--- src/rtl/fbd_pkg.sv ---
// ----------------------------------------------------------------------------
// fbd_pkg
// Shared types and constants of the frame box downscaler: field widths,
// register indexes, scale modes, controller states and the command and
// status groups between controller and datapath.
// ----------------------------------------------------------------------------
package fbd_pkg;

    localparam int PIX_W      = 16;
    localparam int COL_W      = 10;
    localparam int ROW_W      = 9;
    localparam int MODE_W     = 2;
    localparam int CFG_IDX_W  = 3;
    localparam int CFG_DATA_W = 10;

    localparam int DEF_SOURCE_WIDTH = 640;
    localparam int DEF_SOURCE_ROWS  = 480;
    localparam int DEF_ACTIVE_ROWS  = 400;
    localparam int DEF_MAX_SPAN     = 4;

    // register indexes of the configuration port
    localparam logic [CFG_IDX_W-1:0] CFG_SCALE_MODE  = 3'd0;
    localparam logic [CFG_IDX_W-1:0] CFG_DEST_WIDTH  = 3'd1;
    localparam logic [CFG_IDX_W-1:0] CFG_DEST_HEIGHT = 3'd2;
    localparam logic [CFG_IDX_W-1:0] CFG_CLIP_WIDTH  = 3'd3;
    localparam logic [CFG_IDX_W-1:0] CFG_CLIP_HEIGHT = 3'd4;

    // scale modes
    localparam logic [MODE_W-1:0] MODE_MAX  = 2'd0;
    localparam logic [MODE_W-1:0] MODE_AVG  = 2'd1;
    localparam logic [MODE_W-1:0] MODE_MID  = 2'd2;
    localparam logic [MODE_W-1:0] MODE_PASS = 2'd3;

    localparam logic [MODE_W-1:0] RST_SCALE_MODE  = MODE_AVG;
    localparam logic [COL_W-1:0]  RST_DEST_WIDTH  = 10'd320;
    localparam logic [ROW_W-1:0]  RST_DEST_HEIGHT = 9'd200;
    localparam logic [COL_W-1:0]  RST_CLIP_WIDTH  = 10'd320;
    localparam logic [ROW_W-1:0]  RST_CLIP_HEIGHT = 9'd240;

    typedef enum logic [2:0] {
        S_IDLE,
        S_RST_DIV,
        S_RST_WAIT,
        S_EVAL,
        S_ACC,
        S_DIV,
        S_ADV,
        S_PUSH
    } t_state;

    typedef struct packed {
        logic in_ready;
        logic rst_start;
        logic rst_apply;
        logic eval;
        logic acc;
        logic adv;
        logic push;
    } t_cmd;

    typedef struct packed {
        logic in_valid;
        logic in_fs;
        logic div_busy;
        logic emit;
        logic out_free;
    } t_sts;

endpackage

--- src/rtl/fbd_controller.sv ---
// ----------------------------------------------------------------------------
// fbd_controller
// Sequencer for one source pixel: optional frame restart, evaluate,
// accumulate, divide, advance counters and hand the result to the output.
// ----------------------------------------------------------------------------
module fbd_controller (
    input  logic          i_clk,
    input  logic          i_rst_n,
    input  fbd_pkg::t_sts i_sts,
    output fbd_pkg::t_cmd o_cmd
);
    import fbd_pkg::*;

    t_state r_state, n_state;

    always_ff @(posedge i_clk) begin
        if (!i_rst_n) begin
            r_state <= S_IDLE;
        end else begin
            r_state <= n_state;
        end
    end

    always_comb begin
        n_state = r_state;
        case (r_state)
            S_IDLE: begin
                if (i_sts.in_valid) begin
                    n_state = i_sts.in_fs ? S_RST_DIV : S_EVAL;
                end
            end
            S_RST_DIV:  n_state = S_RST_WAIT;
            S_RST_WAIT: begin
                if (!i_sts.div_busy) begin
                    n_state = S_EVAL;
                end
            end
            S_EVAL: n_state = S_ACC;
            S_ACC:  n_state = S_DIV;
            S_DIV: begin
                if (!i_sts.div_busy) begin
                    n_state = S_ADV;
                end
            end
            S_ADV: n_state = i_sts.emit ? S_PUSH : S_IDLE;
            S_PUSH: begin
                if (i_sts.out_free) begin
                    n_state = S_IDLE;
                end
            end
            default: n_state = S_IDLE;
        endcase
    end

    always_comb begin
        o_cmd = '0;
        case (r_state)
            S_IDLE:     o_cmd.in_ready  = 1'b1;
            S_RST_DIV:  o_cmd.rst_start = 1'b1;
            S_RST_WAIT: o_cmd.rst_apply = !i_sts.div_busy;
            S_EVAL:     o_cmd.eval      = 1'b1;
            S_ACC:      o_cmd.acc       = 1'b1;
            S_ADV:      o_cmd.adv       = 1'b1;
            S_PUSH:     o_cmd.push      = i_sts.out_free;
            default:    o_cmd = '0;
        endcase
    end
endmodule

--- config.mk ---
export PLATFORM = sky130hd
export DESIGN_NAME = fbd_controller
export DESIGN_NICKNAME = d
export VERILOG_FILES = /design/src/rtl/fbd_pkg.sv /design/src/rtl/fbd_controller.sv
export SDC_FILE = /design/constraint.sdc
export NUM_CORES = 1
export LEC_CHECK = 0
export ABC_CLOCK_PERIOD_IN_PS = 3030
export BUFFER_PORTS_ARGS = -buffer_cell sky130_fd_sc_hd__buf_4
export CAP_MARGIN = 25
export CORE_AREA = 8 8 45 47
export CTS_BUF_LIST = sky130_fd_sc_hd__clkbuf_4
export CTS_CLUSTER_DIAMETER = 40
export DETAILED_ROUTE_END_ITERATION = 10
export DIE_AREA = 0 0 53 55
export PLACE_DENSITY_LB_ADDON = 0.3
export SETUP_SLACK_MARGIN = 0.05
export SLEW_MARGIN = 0
export SYNTH_ARGS = -nofsm -noshare
export SYNTH_HDL_FRONTEND = slang
export SYNTH_SLANG_ARGS = --single-unit
--- constraint.sdc ---
create_clock -name i_clk -period 3.03 [get_ports i_clk]
set_clock_uncertainty 0.15 [all_clocks]
set_input_delay 0.606 -clock i_clk [delete_from_list [all_inputs] [get_ports i_clk]]
set_output_delay 0.606 -clock i_clk [all_outputs]
set_load 0.03 [all_outputs]
; After elaboration in Yosys (flattened, before gate mapping)
; Cells that the tools add are included.
; W data, S select, Z words.
[totals]
ff_bits = 3
output_inout_bits = 7
[op_classes]
mux = 14
n_reduce_logical = 3
eq_ne = 11
[ops]
columns = cell, count
row1 = $pmux W3 S8, 1
row2 = $mux W3, 5
row3 = $eq A3 B3 Y1 const B, 4
row4 = $ne A2 B2 Y1 const B, 4
row5 = $mux W1, 7
row6 = $eq A3 B2 Y1 const B, 2
row7 = $reduce_and A4 Y1, 1
row8 = $eq A3 B1 Y1 const B, 1
row9 = $logic_not A3 Y1, 1
row10 = $mux W2, 1
row11 = $logic_not A1 Y1, 1

; Logic depth before layout (Yosys ltp)
[logic_depth]
word_depth = 3
depth_mapped = 4
depth_no_buf = 3

; Least setup slack after synthesis
; No wires, ideal clock.
[synth_path]
kind = input to output
startpoint = input i_sts[2] in the netlist's numbering
endpoint = output o_cmd[4] in the netlist's numbering
arrival_time_ps = 1287
n_path_buf = 0
slack_ps = 987
stages = 1
cell_sequence = nor3_1
[synth_between]
elab_chain_cells = 2
[synth_rtl]
columns = element, line
row1 = from (decl), fbd_controller.sv:9  ; input fbd_pkg::t_sts i_sts,
row2 = $logic_not A1 Y1, fbd_controller.sv:60  ; S_RST_WAIT: o_cmd.rst_apply = !i_sts.div_busy;
row3 = $mux W1, fbd_controller.sv:57  ; case (r_state)
row4 = to (decl), fbd_controller.sv:10  ; output fbd_pkg::t_cmd o_cmd
; Every way passes these cells.

==> reports/results.txt <==
Clk pwr share - 36.8%
std cell rows - 14
RSZ-0062 raised after global routing - no
DRC Markers - 0
crit path cell chain - nand2b_1 > nor3_1 > buf_4
placed cell count - 63
hold depth - 2
1st-iter DRT viols - 1
Worst EP arrival - 1300 ps
Die Width - 53 um
design internal power - 0.139 mW
Comb power frac - 34.4%
final net count - 59
status - finished clean
vias - 300
top post-synthesis cells by area - dfxtp_1 (21%), buf_6 (7.7%), nor3_1 (6.9%)
dpl hpwl - 583 um
post-place setup slack - 1190 ps
Reg2Reg Capture Point - r_state[0]
leakage power - 0.175 nW
met1 WL - 330 um
Multi-input gate area - 200 um2
Largest regs - r_state: 3 flops
most common cell after layout, fill and taps aside - buf_4
layout cells sized above 1 - 41.2%
Crit-path slowest cell - dfxtp_1
critical path required time - 2270 ps
Routed Antenna Nets - 0
clock transition at the registers of the reported paths - 40 ps
Synth Net Count - 44
Max stage delay on crit path - 570 ps
Placement Cell Area - 382 um2
critical path startpoint category - flip-flop
Hold Buf Count CTS - 0
die area - 0.00292 mm2
FILL cells - 158
register share of total power - 28.8%
Routed met3 length - 115 um
routability congestion estimate - 0.675
Met2 Routed Length - 301 um
switching share of power - 34.1%
CTS Buf Count - 3
fmax - 487 MHz
Final min period - 2050 ps
Die Y - 55 um
Pins Over Slew Limit - 0
reg-to-reg critical path startpoint - r_state[1]
final core occ - 29.7%
most frequent cells in the layout - buf_4 (13), nor3_1 (4), clkbuf_4 (4)
vias in the first global route - 275
Worst slew margin - 71.9%
FF+latch area - 60.1 um2
initial antenna violation count - 0
largest net degree at the start of global routing - 16
GR Util All Layers - 5.73%
Mapped Avg Cell Area - 7.88 um2
CP endpoint kind - output pin
post-synth cell types - 25
WHS Endpoint - r_state[2]
Final Instance Count excl. Fillers - 67
Hold Crit Start - i_rst_n
worst vdd ir - 211 uV
critical setup path kind - flip-flop to output pin
Top Layer Used - met3
Max Cap Viol - 0
clock latency at the later pin of the worst-skew pair - 230 ps
sequential area share after synthesis - 20.6%
final setup fails - 0
antenna diode count - 0
maximum root-to-sink buffer count - 2
Synth Register Bits - 3
mapped cell area - 292 um2
Via-to-Cell Ratio - 4.48
Worst-Margin Slew - 421 ps
final setup margin - 976 ps
H-tree Lvls - 1
post-CTS sizing - 0
# clock sinks - 3
fin area - 412 um2
proportion of netlist area held by the largest area contributor - 20.6%
Core Footprint - 0.00138 mm2
Hold WC Path Type - primary input to flip-flop
Total Wirelength - 747 um
Overflow after GRT - 0
Initial Utilization - 21.1%
Syn-to-layout area delta - 41.2%
TritonCTS clock tree - done
R2R depth - 3
final setup TNS - 0 ps
Syn. warnings - 0
largest register by flop count - r_state
PwrDens - 514 mW/mm2
fin crit share - 67.8%
area leader, netlist - dfxtp_1
input/output buffers - 13
flop2flop setup slack - 1650 ps
hold_ws - 442 ps
Fin. Hold Viols - 0
io pins - 14
post-DR wirelength/cell - 11.1 um
Psw - 0.0722 mW
# Post-CTS Setup Buffers - 0
First-pass DRT Iterations - 2
Crit Path Max Fanout - 15
number of flip-flops in the largest register - 3
final total power - 0.211 mW
global-route wire length before repair - 1.21 mm
Root Driver - clkbuf_4
Gate Count Post-Synth - 37
power groups by stage:
stage | logic (mW) | registers (mW) | clock network [mW]
after floorplan | 0.0654 | 0.0493 | 0
after global placement | 0.0745 | 0.0616 | 0
after detailed placement | 0.0741 | 0.0614 | 0
after CTS | 0.0742 | 0.0607 | 0.0822
after global routing | 0.0799 | 0.0628 | 0.0864
final | 0.0727 | 0.0609 | 0.0779
worst max-delay path: cells and delay by family, from the launching register on:
family	cells	cell delay (ps)
buffers and inverters	1	190
DFF	1	570
and+or+nand+nor	2	310
cell type report:
type                            count  area share (%)
Sequential cell                     3            14.6
Clock buffer                        4            7.29
Multi-Input combinational cell     30            48.6
Tap cell                           16            4.86
Inverter                            1           0.912
Timing Repair Buffer               13            23.7
logic make-up after synthesis:
logic type	count (synthesis)	synth area share, %
buffers and inverters	4	10.7
flip-flops	3	20.6
AO/OA/AOI/OAI	10	27.0
AND/OR/NAND/NOR	20	41.6
synthesized netlist by cell type, drive strengths merged:
cell    count
nor2b       1
o2111a      1
nor2        3
nand3       1
buf         3
nor3        4
and2b       3
dfxtp       3
a31oi       1
o21a        1
a21oi       2
nor3b       1
nand2b      3
nand3b      1
o21ai       1
o311ai      1
and3b       1
a21boi      2
o211ai      1
inv         1
nand2       2
worst max-delay path by stage:
stage                          start       end  slack (ps)  cells past startpoint
after floorplan             i_sts[2]  o_cmd[4]         990                      1
after global placement      i_sts[2]  o_cmd[4]        1200                      3
after detailed placement    i_sts[2]  o_cmd[4]        1190                      3
after CTS                 r_state[0]  o_cmd[5]         950                      3
after global routing      r_state[0]  o_cmd[5]         790                      3
final                     r_state[1]  o_cmd[4]         980                      3
metal layers:
layer | vias up | track usage, %
met4 | 0 | 3.88
met1 | 129 | 5.61
li1 | 160 | -
met2 | 11 | 8.20
met5 | - | 0
met3 | 0 | 4.55
Note: power is estimated with default switching activity, not from simulation.
